### src/sv/nmx_pkg.sv
`timescale 1ns / 1ps

package nmx_pkg;

    localparam int NUM_TUBES_DEF = 6;
    localparam int TUBE_W        = 3;
    localparam int SYM_W         = 4;
    localparam int LED_W         = 8;
    localparam int FRAME_W       = 24;
    localparam int OUT_DEPTH     = 3;
    localparam int OUT_PTR_W     = 2;
    localparam int OUT_DATA_W    = FRAME_W + TUBE_W;

    localparam logic [LED_W-1:0] LED_FORCE_BIT = 8'h80;
    localparam logic [SYM_W-1:0] BLANK_SYMBOL  = 4'hF;
    localparam logic [SYM_W-1:0] DOT_SYMBOL    = 4'd10;

    typedef enum logic {
        OP_WRITE = 1'b0,
        OP_TICK  = 1'b1
    } opcode_t;

    typedef struct packed {
        logic                 en;
        logic [TUBE_W-1:0]    addr;
        logic [FRAME_W-1:0]   data;
    } wr_req_t;

    // cathode pattern of a symbol as {high byte, low byte}
    function automatic logic [15:0] cathode_pattern(input logic [SYM_W-1:0] sym);
        logic [15:0] pat;
        unique case (sym)
            4'd0:    pat = 16'h124D;
            4'd1:    pat = 16'h9249;
            4'd2:    pat = 16'h5249;
            4'd3:    pat = 16'h3249;
            4'd4:    pat = 16'h1A49;
            4'd5:    pat = 16'h1649;
            4'd6:    pat = 16'h1349;
            4'd7:    pat = 16'h12C9;
            4'd8:    pat = 16'h1269;
            4'd9:    pat = 16'h1259;
            4'd10:   pat = 16'h124B;
            default: pat = 16'h1249;
        endcase
        return pat;
    endfunction

    // anode-select mask of a tube as {byte2, byte1, byte0}
    function automatic logic [FRAME_W-1:0] anode_mask(input logic [TUBE_W-1:0] tube);
        logic [FRAME_W-1:0] mask;
        unique case (tube)
            3'd0:    mask = 24'hEFFFFF;
            3'd1:    mask = 24'hFDFFFF;
            3'd2:    mask = 24'hFFBFFF;
            3'd3:    mask = 24'hFFF7FF;
            3'd4:    mask = 24'hFFFEFF;
            3'd5:    mask = 24'hFFFF7F;
            default: mask = 24'hFFFFFF;
        endcase
        return mask;
    endfunction

endpackage

### src/sv/nmx_word_encoder.sv
`timescale 1ns / 1ps

module nmx_word_encoder #(
    parameter int NUM_TUBES = nmx_pkg::NUM_TUBES_DEF
) (
    input  logic                        wr_en,
    input  logic [nmx_pkg::TUBE_W-1:0]  tube,
    input  logic [nmx_pkg::SYM_W-1:0]   symbol,
    input  logic                        dot_off,
    input  logic [nmx_pkg::LED_W-1:0]   led_bits,
    input  logic                        mute,
    output nmx_pkg::wr_req_t            wr_req
);
    import nmx_pkg::*;

    logic [SYM_W-1:0]   sym_eff;
    logic               dot_lit;
    logic [15:0]        cat;
    logic [15:0]        dot_cat;
    logic [7:0]         dot_pat;
    logic [FRAME_W-1:0] mask;
    logic [7:0]         b0, b1, b2;

    always_comb begin
        sym_eff = mute ? BLANK_SYMBOL : symbol;
        dot_lit = !mute && !dot_off;
        cat     = cathode_pattern(sym_eff);
        dot_cat = cathode_pattern(DOT_SYMBOL);
        dot_pat = dot_lit ? dot_cat[7:0] : 8'h00;
        mask    = anode_mask(tube);
        b0      = (LED_FORCE_BIT | led_bits) & mask[7:0];
        b1      = (cat[7:0] | dot_pat) & mask[15:8];
        b2      = cat[15:8] & mask[23:16];
        // writes to a tube past the end are dropped
        wr_req.en   = wr_en && (tube < TUBE_W'(NUM_TUBES));
        wr_req.addr = tube;
        wr_req.data = {b2, b1, b0};
    end

endmodule

### src/sv/nmx_pattern_ram.sv
`timescale 1ns / 1ps

module nmx_pattern_ram #(
    parameter int NUM_TUBES = nmx_pkg::NUM_TUBES_DEF
) (
    input  logic                         aclk,
    input  logic                         aresetn,
    input  nmx_pkg::wr_req_t             wr_req,
    input  logic                         rd_en,
    input  logic [nmx_pkg::TUBE_W-1:0]   rd_addr,
    output logic [nmx_pkg::FRAME_W-1:0]  rd_data
);
    import nmx_pkg::*;

    localparam int AW = (NUM_TUBES > 1) ? $clog2(NUM_TUBES) : 1;

    logic [FRAME_W-1:0] mem [NUM_TUBES];
    logic [NUM_TUBES-1:0] valid_reg;
    logic [FRAME_W-1:0] rd_data_reg;
    logic               rd_valid_reg;

    always_ff @(posedge aclk) begin
        if (wr_req.en) begin
            mem[wr_req.addr[AW-1:0]] <= wr_req.data;
        end
        if (rd_en) begin
            rd_data_reg  <= mem[rd_addr[AW-1:0]];
            rd_valid_reg <= valid_reg[rd_addr[AW-1:0]];
        end
    end

    // entries never written since reset read as zero
    always_ff @(posedge aclk) begin
        if (!aresetn) begin
            valid_reg <= '0;
        end else if (wr_req.en) begin
            valid_reg[wr_req.addr[AW-1:0]] <= 1'b1;
        end
    end

    assign rd_data = rd_valid_reg ? rd_data_reg : '0;

endmodule

### src/sv/nmx_out_fifo.sv
`timescale 1ns / 1ps

module nmx_out_fifo (
    input  logic                           aclk,
    input  logic                           aresetn,
    input  logic                           push,
    input  logic [nmx_pkg::OUT_DATA_W-1:0] push_data,
    output logic                           out_valid,
    input  logic                           out_ready,
    output logic [nmx_pkg::OUT_DATA_W-1:0] out_data,
    output logic [nmx_pkg::OUT_PTR_W-1:0]  count
);
    import nmx_pkg::*;

    logic [OUT_DATA_W-1:0] buf_reg [OUT_DEPTH];
    logic [OUT_PTR_W-1:0]  wr_ptr_reg, wr_ptr_next;
    logic [OUT_PTR_W-1:0]  rd_ptr_reg, rd_ptr_next;
    logic [OUT_PTR_W-1:0]  cnt_reg, cnt_next;
    logic                  pop;

    assign pop       = out_valid && out_ready;
    assign out_valid = (cnt_reg != '0);
    assign out_data  = buf_reg[rd_ptr_reg];
    assign count     = cnt_reg;

    always_comb begin
        wr_ptr_next = wr_ptr_reg;
        rd_ptr_next = rd_ptr_reg;
        cnt_next    = cnt_reg;
        if (push) begin
            wr_ptr_next = (wr_ptr_reg == OUT_PTR_W'(OUT_DEPTH - 1)) ? '0 : wr_ptr_reg + 1'b1;
        end
        if (pop) begin
            rd_ptr_next = (rd_ptr_reg == OUT_PTR_W'(OUT_DEPTH - 1)) ? '0 : rd_ptr_reg + 1'b1;
        end
        if (push && !pop) begin
            cnt_next = cnt_reg + 1'b1;
        end else if (pop && !push) begin
            cnt_next = cnt_reg - 1'b1;
        end
    end

    always_ff @(posedge aclk) begin
        if (push) begin
            buf_reg[wr_ptr_reg] <= push_data;
        end
    end

    always_ff @(posedge aclk) begin
        if (!aresetn) begin
            wr_ptr_reg <= '0;
            rd_ptr_reg <= '0;
            cnt_reg    <= '0;
        end else begin
            wr_ptr_reg <= wr_ptr_next;
            rd_ptr_reg <= rd_ptr_next;
            cnt_reg    <= cnt_next;
        end
    end

endmodule

### src/sv/nixie_mux_display_scanner_top.sv
`timescale 1ns / 1ps

// channel  | dir | handshake         | payload
// ---------+-----+-------------------+---------------------------------------------
// s_       | in  | s_tvalid/s_tready | s_tdata[15:0] fields, s_tuser opcode
// m_       | out | m_tvalid/m_tready | m_tdata[31:0] frame_bits, scanned_tube
// cfg_     | in  | cfg_wr_en         | cfg_wr_data master_mute
//
// one word accepted per cycle while s_tready is high; a write lands in the pattern ram on the accept edge
// a tick reads the ram into its read register, and its frame is then pushed from there into a
// 3-deep output queue, which presents the frames on m_ in order
// s_tready drops when ticks in flight plus queued frames reach the queue depth
// reset: synchronous active low, clears scan index, mute, queue and entry valid bits

module nixie_mux_display_scanner_top #(
    parameter int NUM_TUBES = nmx_pkg::NUM_TUBES_DEF
) (
    input  logic        aclk,
    input  logic        aresetn,
    input  logic        s_tvalid,
    output logic        s_tready,
    input  logic [15:0] s_tdata,    // tube[2:0], symbol[6:3], dot_off[7], led_bits[15:8]
    input  logic        s_tuser,    // opcode
    output logic        m_tvalid,
    input  logic        m_tready,
    output logic [31:0] m_tdata,    // frame_bits[23:0], scanned_tube[26:24], zero[31:27]
    input  logic        cfg_wr_en,
    input  logic        cfg_wr_data
);
    import nmx_pkg::*;

    logic                  mute_reg;
    logic [TUBE_W-1:0]     scan_idx_reg, scan_idx_next;
    logic                  st1_valid_reg;
    logic [TUBE_W-1:0]     st1_tube_reg;
    logic                  accept;
    logic                  tick_acc;
    logic                  write_acc;
    wr_req_t               wr_req;
    logic [FRAME_W-1:0]    rd_data;
    logic [OUT_DATA_W-1:0] q_data;
    logic [OUT_PTR_W-1:0]  q_count;
    logic [OUT_PTR_W:0]    occupancy;

    assign occupancy = {1'b0, q_count} + {{OUT_PTR_W{1'b0}}, st1_valid_reg};
    assign s_tready  = (occupancy < (OUT_PTR_W + 1)'(OUT_DEPTH));
    assign accept    = s_tvalid && s_tready;
    assign tick_acc  = accept && (opcode_t'(s_tuser) == OP_TICK);
    assign write_acc = accept && (opcode_t'(s_tuser) == OP_WRITE);

    always_comb begin
        scan_idx_next = scan_idx_reg;
        if (tick_acc) begin
            scan_idx_next = (scan_idx_reg == TUBE_W'(NUM_TUBES - 1)) ? '0
                                                                     : scan_idx_reg + 1'b1;
        end
    end

    always_ff @(posedge aclk) begin
        if (!aresetn) begin
            mute_reg      <= 1'b0;
            scan_idx_reg  <= '0;
            st1_valid_reg <= 1'b0;
        end else begin
            if (cfg_wr_en) begin
                mute_reg <= cfg_wr_data;
            end
            scan_idx_reg  <= scan_idx_next;
            st1_valid_reg <= tick_acc;
        end
    end

    always_ff @(posedge aclk) begin
        if (tick_acc) begin
            st1_tube_reg <= scan_idx_reg;
        end
    end

    nmx_word_encoder #(
        .NUM_TUBES (NUM_TUBES)
    ) u_encoder (
        .wr_en    (write_acc),
        .tube     (s_tdata[2:0]),
        .symbol   (s_tdata[6:3]),
        .dot_off  (s_tdata[7]),
        .led_bits (s_tdata[15:8]),
        .mute     (mute_reg),
        .wr_req   (wr_req)
    );

    nmx_pattern_ram #(
        .NUM_TUBES (NUM_TUBES)
    ) u_ram (
        .aclk    (aclk),
        .aresetn (aresetn),
        .wr_req  (wr_req),
        .rd_en   (tick_acc),
        .rd_addr (scan_idx_reg),
        .rd_data (rd_data)
    );

    nmx_out_fifo u_out_fifo (
        .aclk      (aclk),
        .aresetn   (aresetn),
        .push      (st1_valid_reg),
        .push_data ({st1_tube_reg, rd_data}),
        .out_valid (m_tvalid),
        .out_ready (m_tready),
        .out_data  (q_data),
        .count     (q_count)
    );

    assign m_tdata = {{(32 - OUT_DATA_W){1'b0}}, q_data};

`ifndef SYNTH
    // scan index never leaves the tube range
    a_scan_range: assert property (@(posedge aclk) disable iff (!aresetn)
        scan_idx_reg < TUBE_W'(NUM_TUBES))
        else $error("scan index out of range");

    // a tick read always reaches the queue stage the next cycle
    a_tick_stage: assert property (@(posedge aclk) disable iff (!aresetn)
        (aresetn && tick_acc) |=> st1_valid_reg)
        else $error("tick read lost");

    // nothing enters the queue stage without a tick
    a_no_phantom: assert property (@(posedge aclk) disable iff (!aresetn)
        (aresetn && !tick_acc) |=> !st1_valid_reg)
        else $error("frame without tick");

    // flow control keeps queued plus in-flight frames within the queue depth
    a_no_overflow: assert property (@(posedge aclk) disable iff (!aresetn)
        occupancy <= (OUT_PTR_W + 1)'(OUT_DEPTH))
        else $error("output queue overflow");

    // a ram write and a tick read never happen in the same cycle
    a_one_access: assert property (@(posedge aclk) disable iff (!aresetn)
        !(wr_req.en && tick_acc))
        else $error("ram write and read in one cycle");
`endif

endmodule

### config.mk
export PLATFORM = sky130hd
export DESIGN_NAME = nixie_mux_display_scanner_top
export DESIGN_NICKNAME = d
export VERILOG_FILES = /design/src/sv/nmx_pkg.sv /design/src/sv/nmx_word_encoder.sv /design/src/sv/nmx_pattern_ram.sv /design/src/sv/nmx_out_fifo.sv /design/src/sv/nixie_mux_display_scanner_top.sv
export SDC_FILE = /design/constraint.sdc
export NUM_CORES = 1
export LEC_CHECK = 0
export BUFFER_PORTS_ARGS = -buffer_cell sky130_fd_sc_hd__buf_2
export CORE_MARGIN = 2
export CORE_UTILIZATION = 50
export DETAILED_ROUTE_END_ITERATION = 16
export PLACE_DENSITY_LB_ADDON = 0.2
export SYNTH_ARGS = -nofsm -noshare
export SYNTH_HDL_FRONTEND = slang
export SYNTH_SLANG_ARGS = --single-unit
### constraint.sdc
create_clock -name aclk -period 7.2 [get_ports aclk]
set_clock_uncertainty 0.2 [all_clocks]
set_input_delay 1.08 -clock aclk [delete_from_list [all_inputs] [get_ports aclk]]
set_output_delay 1.08 -clock aclk [all_outputs]
set_load 0.01 [all_outputs]
# Word-level counts from Yosys, hierarchy flattened

Memories as Yosys holds them, arrays and structs flattened. A register that Yosys moved wholly into a read port is not among the register bits.
Cells that the tools add are included.

Add/sub/neg operators: 6
$lt $le $gt $ge: 5
Equality and inequality tests: 8
Multiplexer cells: 19
Bitwise gates (word level): 6
Reduce and logical (&&, ||, !) cells: 16

Operators by type and width:

| operator                                             | number |
|---|---|
| case mux 21 bit (6 select lines)                     | 1 |
| bitwise AND 8 bit                                    | 3 |
| two-way mux 24 bit                                   | 1 |
| two-way mux 2 bit                                    | 6 |
| equality test 3 bit (second input constant)          | 3 |
| logical AND 1 bit                                    | 9 |
| < comparator 3 x 4 -> 1 bit (second input constant)  | 2 |
| OR 8 bit                                             | 1 |
| two-way mux 7 bit                                    | 1 |
| adder 2 x 1 -> 2 bit (second input constant)         | 3 |
| equality test 3 x 2 -> 1 bit (second input constant) | 2 |
| two-way mux 1 bit                                    | 6 |
| OR 6 bit                                             | 1 |
| equality test 2 bit (second input constant)          | 2 |
| logical NOT 1 bit                                    | 4 |
| two-way mux 4 bit                                    | 1 |
| nonzero test 2 bit                                   | 2 |
| adder 2 x 1 -> 3 bit                                 | 1 |
| adder 3 x 1 -> 3 bit (second input constant)         | 1 |
| binary-select mux 1 bit (select 3 bit)               | 1 |
| demux 1 bit (select 3 bit)                           | 1 |
| equality test 3 x 1 -> 1 bit (second input constant) | 1 |
| >= comparator 3 x 1 -> 1 bit (second input constant) | 1 |
| logical NOT 3 bit                                    | 1 |
| other kinds (5)                                      | 5 |

Bits in registers: 21
Bits in writable memories: 225
ROM bits: 176
Input bits: 23
Output and inout bits: 34
Word-level logic and storage cells: 72
Memories: 3

Memory list:

| memory             | words | width | read ports | clocked after memory_dff | write ports | line                  | RTL |
|---|---|---|---|---|---|---|---|
| (no name shown)    | 16    | 11    | 1          | 0                        | 0           | nmx_pkg.sv:32         | `unique case (sym)` |
| u_ram.mem          | 6     | 24    | 1          | 1                        | 1           | nmx_pattern_ram.sv:17 | `logic [FRAME_W-1:0] mem [NUM_TUBES];` |
| u_out_fifo.buf_reg | 3     | 27    | 1          | 1                        | 1           | nmx_out_fifo.sv:15    | `logic [OUT_DATA_W-1:0] buf_reg [OUT_DEPTH];` |

# Longest topological paths before layout

Depth in word-level cells: 7
Depth in mapped cells: 6
Mapped depth without buffers: 5

# Cells and area by module

From an unflattened synthesis, not the netlist that was laid out.

Cells, all modules: 644
Area total of the unflattened synthesis: 10830.4 sq um

Modules (own cells, without submodules):

| module                        | times used | cells each | area each (sq um) |
|---|---|---|---|
| nmx_pattern_ram               | 1          | 361        | 6817.8 |
| nmx_out_fifo                  | 1          | 203        | 3303.2 |
| nixie_mux_display_scanner_top | 1          | 34         | 381.6 |
| nmx_word_encoder              | 1          | 46         | 327.8 |

# Least setup slack after synthesis

Ideal clock, no wire load.

Kind: input to register
Start point: input port s_tdata[1]
End point: memory u_ram.mem[0][0] (enable)
Setup time: 0.423 ns
Arrival time: 2.932 ns
Required time: 6.577 ns
Slack: 3.646 ns
Stages on the path: 2
Cells stage by stage: or3_1 nor4_2

Word-level cells in the longest chain between the ends: 4

Ends and longest elaborated chain:

| element                                 | line                                | RTL |
|---|---|---|
| start: declaration                      | nixie_mux_display_scanner_top.sv:22 | `input logic [15:0] s_tdata,` |
| < comparator 3 bit                      | nmx_word_encoder.sv:35              | `wr_req.en = wr_en && (tube < TUBE_W'(NUM_TUBES));` |
| logical AND 1 bit                       | nmx_word_encoder.sv:35              |  |
| two-way mux 1 bit                       | nmx_pattern_ram.sv:23               | `if (wr_req.en) begin` |
| two-way mux 1 bit (implied by the code) | nmx_pattern_ram.sv:24               | `mem[wr_req.addr[AW-1:0]] <= wr_req.data;` |
| end: declaration                        | nmx_pattern_ram.sv:17               |  |

Several ways; a longest one is shown, not always the timed one.

# Worst setup path after layout

Start point: register st1_valid_reg
End point: output port s_tready

Word-level cells in the longest chain between the ends: 2

Ends and longest elaborated chain:

| element                     | line                                | RTL |
|---|---|---|
| start: declaration          | nixie_mux_display_scanner_top.sv:34 | `logic st1_valid_reg;` |
| start signal: assignment    | nixie_mux_display_scanner_top.sv:69 | `st1_valid_reg <= tick_acc;` |
| adder 2 x 1 -> 3 bit        | nixie_mux_display_scanner_top.sv:45 | `assign occupancy = {1'b0, q_count} + {{OUT_PTR_W{1'b0}}, st1_valid_reg};` |
| < comparator 3 x 2 -> 1 bit | nixie_mux_display_scanner_top.sv:46 | `assign s_tready = (occupancy < (OUT_PTR_W + 1)'(OUT_DEPTH));` |
| end: declaration            | nixie_mux_display_scanner_top.sv:21 | `output logic s_tready,` |

Every way passes these cells.

==> impl_metrics.tcl <==
set metrics [dict create \
    critical_path_required_ns 5.92 \
    irDropWorstVdd_v 0.000177 \
    antenna_found_initial 0 \
    timing.final.hold_violations 0 \
    hold_fix_buffer_count_after_cts 0 \
    fp.coreArea_um2 20900 \
    antennaDiodeCount 0 \
    routed-via-count 5189 \
    critical_path.startpoint_type "flop" \
    path_class "flop to primary output" \
    clkSlewWorstSetupHoldPaths_ns 0.06 \
    finalWirelength_mm 18.2 \
    cells_along_the_critical_path "ha_1 -> ha_1 -> and2_1 -> nor2_1 -> buf_2" \
    worst-path-max-fanout 7 \
    port_buffers 50 \
    first_global_vias 5171 \
    clock_path_buffers 3 \
    total_congestion_overflow 0 \
    boundaryPins 57 \
    number_of_register_bits_inferred_by_synthesis 272 \
    period_share 0.490 \
    post_cts_resized 0 \
    crit_buf_inv 1 \
    synthFlopType "sky130_fd_sc_hd__edfxtp_1" \
    syn2layout_area_growth_pct 13.1 \
    report.final.slew_viol_count 0 \
    hold_path.class "flop to flop" \
    nets 710 \
    crit_path_end_kind "primary output" \
    drt_iter0_markers 312 \
    postCtsSetupBuffers 0 \
    design_power_total_mw 3.40 \
    grt_start_max_net_pins 62 \
    yosys.area.top_type_share 0.720 \
    worst_path_dominant_cell_family "simple AND/OR/NAND/NOR gates" \
    synth.yosys.seq_area_share 0.756 \
    cts_num_sinks 272 \
    num_rows 53 \
    route.detailed.drc 0 \
    detail_route.first_pass.iterations 5 \
    slew-limit-headroom 0.322 \
    setup_violations 0 \
    synth.area.top_cells "sky130_fd_sc_hd__edfxtp_1 72%, sky130_fd_sc_hd__mux2i_1 9.6%, sky130_fd_sc_hd__dfxtp_1 3.6%" \
    run_status "complete, no violations" \
    crit_top_cell "sky130_fd_sc_hd__ha_1" \
    inserted_clock_buffers 26 \
    place_inst 931 \
    place_hpwl_mm 10.9 \
    cts_tree "yes" \
    clock-root-buffer "sky130_fd_sc_hd__clkbuf_16" \
    post_route_cells_drive_above_1_share 0.169 \
    power_dens_cells_nw_per_um2 285 \
    synth.distinct_cells 40 \
    timing.hold.ws_ns 0.266 \
    worstMarginPinSlew_ns 1.02 \
    ys_warn_count 0 \
    htree_levels 1 \
    post_synth_instance_area_um2 10600 \
    max_cap_violations 0 \
    cp_slowest_cell "sky130_fd_sc_hd__and2_1" \
    timing.fmax_mhz 284 \
    clock_insertion_delay_worst_skew_ns 0.52 \
    floorplan.initialDensity 0.505 \
    die_width_um 149 \
    synth-edff-count 253 \
    grt_pass1_wl_mm 28.2 \
    fp.dieH_um 149 \
    synthTopCellsByCount "253 x sky130_fd_sc_hd__edfxtp_1, 101 x sky130_fd_sc_hd__mux2i_1, 35 x sky130_fd_sc_hd__nand2_1" \
    gp_routability_congestion 0.697 \
    synth_most_common_cell "sky130_fd_sc_hd__edfxtp_1" \
    syn_avg_cell_area_um2 16.9 \
    yosysTopAreaCell "sky130_fd_sc_hd__edfxtp_1" \
    grtUsageTotal 0.166 \
    max_stage_delay_ns 0.57 \
    design.die.area_um2 22300 \
    final_cell_count_no_fill 979 \
    worst_ep_arrival_time_ns 2.25 \
    detail_route.vias_per_cell 5.30 \
    tns_ns 0 \
    postSynthCellCount 624 \
    max_reg_flops 144 \
    p_leak_nw 3.94 \
    postRouteAntennaNets 0 \
    wl_per_cell_um 18.6 \
    timing.final.crit_period_ns 3.53 \
    synth-async-reset-ratio 0 \
    fillerInstances 1595 \
    grt_setup_unrepaired "false" \
]
[final cells by class]
| type | instances | area [um^2] | area share |
|---|---|---|---|
| sequential | 272 | 7980 | 0.669 |
| inverter | 1 | 3.75 | 0.000314 |
| tap | 275 | 344 | 0.0288 |
| timing repair buffer | 66 | 370 | 0.0310 |
| multi-input combinational | 317 | 2420 | 0.203 |
| clock buffer | 33 | 698 | 0.0585 |
| clock inverter | 15 | 121 | 0.0102 |
[kinds of logic (layout without fill, tap and decap cells)]
logic type | Yosys count | in the layout | share of synthesized area
flops | 272 | 272 | 0.756
xor+xnor | 2 | 2 | 0.00166
other cells | 1 | 5 | 0.000355
fa+ha+maj | 3 | 3 | 0.00356
compound gates | 94 | 94 | 0.0569
mux | 103 | 103 | 0.0989
buf+inv | 39 | 115 | 0.0216
simple gates | 110 | 110 | 0.0615
[cells in the final DEF, fill, tap and decap left out, types with 3 or more instances in the layout]
cell / instances
sky130_fd_sc_hd__nor3_1: 5
sky130_fd_sc_hd__nand3b_1: 3
sky130_fd_sc_hd__and2_1: 29
sky130_fd_sc_hd__buf_4: 16
sky130_fd_sc_hd__nand2b_1: 3
sky130_fd_sc_hd__or3_1: 4
sky130_fd_sc_hd__clkinv_1: 5
sky130_fd_sc_hd__nand2_1: 35
sky130_fd_sc_hd__dfxtp_1: 18
sky130_fd_sc_hd__conb_1: 5
sky130_fd_sc_hd__ha_1: 3
sky130_fd_sc_hd__nor2_1: 8
sky130_fd_sc_hd__clkbuf_1: 6
sky130_fd_sc_hd__nor2b_1: 5
sky130_fd_sc_hd__clkinv_2: 7
sky130_fd_sc_hd__nor4_4: 6
sky130_fd_sc_hd__clkbuf_16: 27
sky130_fd_sc_hd__o21ai_0: 28
sky130_fd_sc_hd__o21a_1: 9
sky130_fd_sc_hd__mux2i_1: 101
sky130_fd_sc_hd__edfxtp_1: 253
sky130_fd_sc_hd__a21oi_1: 25
sky130_fd_sc_hd__buf_2: 50
sky130_fd_sc_hd__a22o_1: 24
[routing by layer]
metal,GRT usage,up-vias,wire length [um]
met5,0,-,0
met4,0.0490,0,388
met3,0.0294,32,881
met2,0.268,116,8720
met1,0.233,2527,8200
li1,-,2514,-
[metrics by stage]
step            util  setup slack [ns]  area (um^2)
2_1_floorplan      -              3.65        10600
3_3_place_gp   0.532              4.09        11100
4_1_cts        0.572              3.62        11900
3_5_place_dp   0.532              4.02        11100
5_1_grt        0.572              3.53        11900
6_report       0.572              3.67        11900
[final timing paths]
kind	startpoint	end	slack (ns)	depth (start not counted)
max	st1_valid_reg	s_tready	3.67	5
min	st1_tube_reg[0]	u_out_fifo.buf_reg[0][24]	0.27	0
max reg2reg	st1_valid_reg	u_ram.mem[3][1]	4.37	5
min reg2reg	st1_tube_reg[0]	u_out_fifo.buf_reg[0][24]	0.27	0
[power breakdown]
part	switching, mW	total (mW)	internal [mW]
Combinational	0.184	0.314	0.129
Clock	0.534	1.29	0.755
Sequential	0.0238	1.79	1.77
No activity file was read; power rests on OpenSTA's default activity.
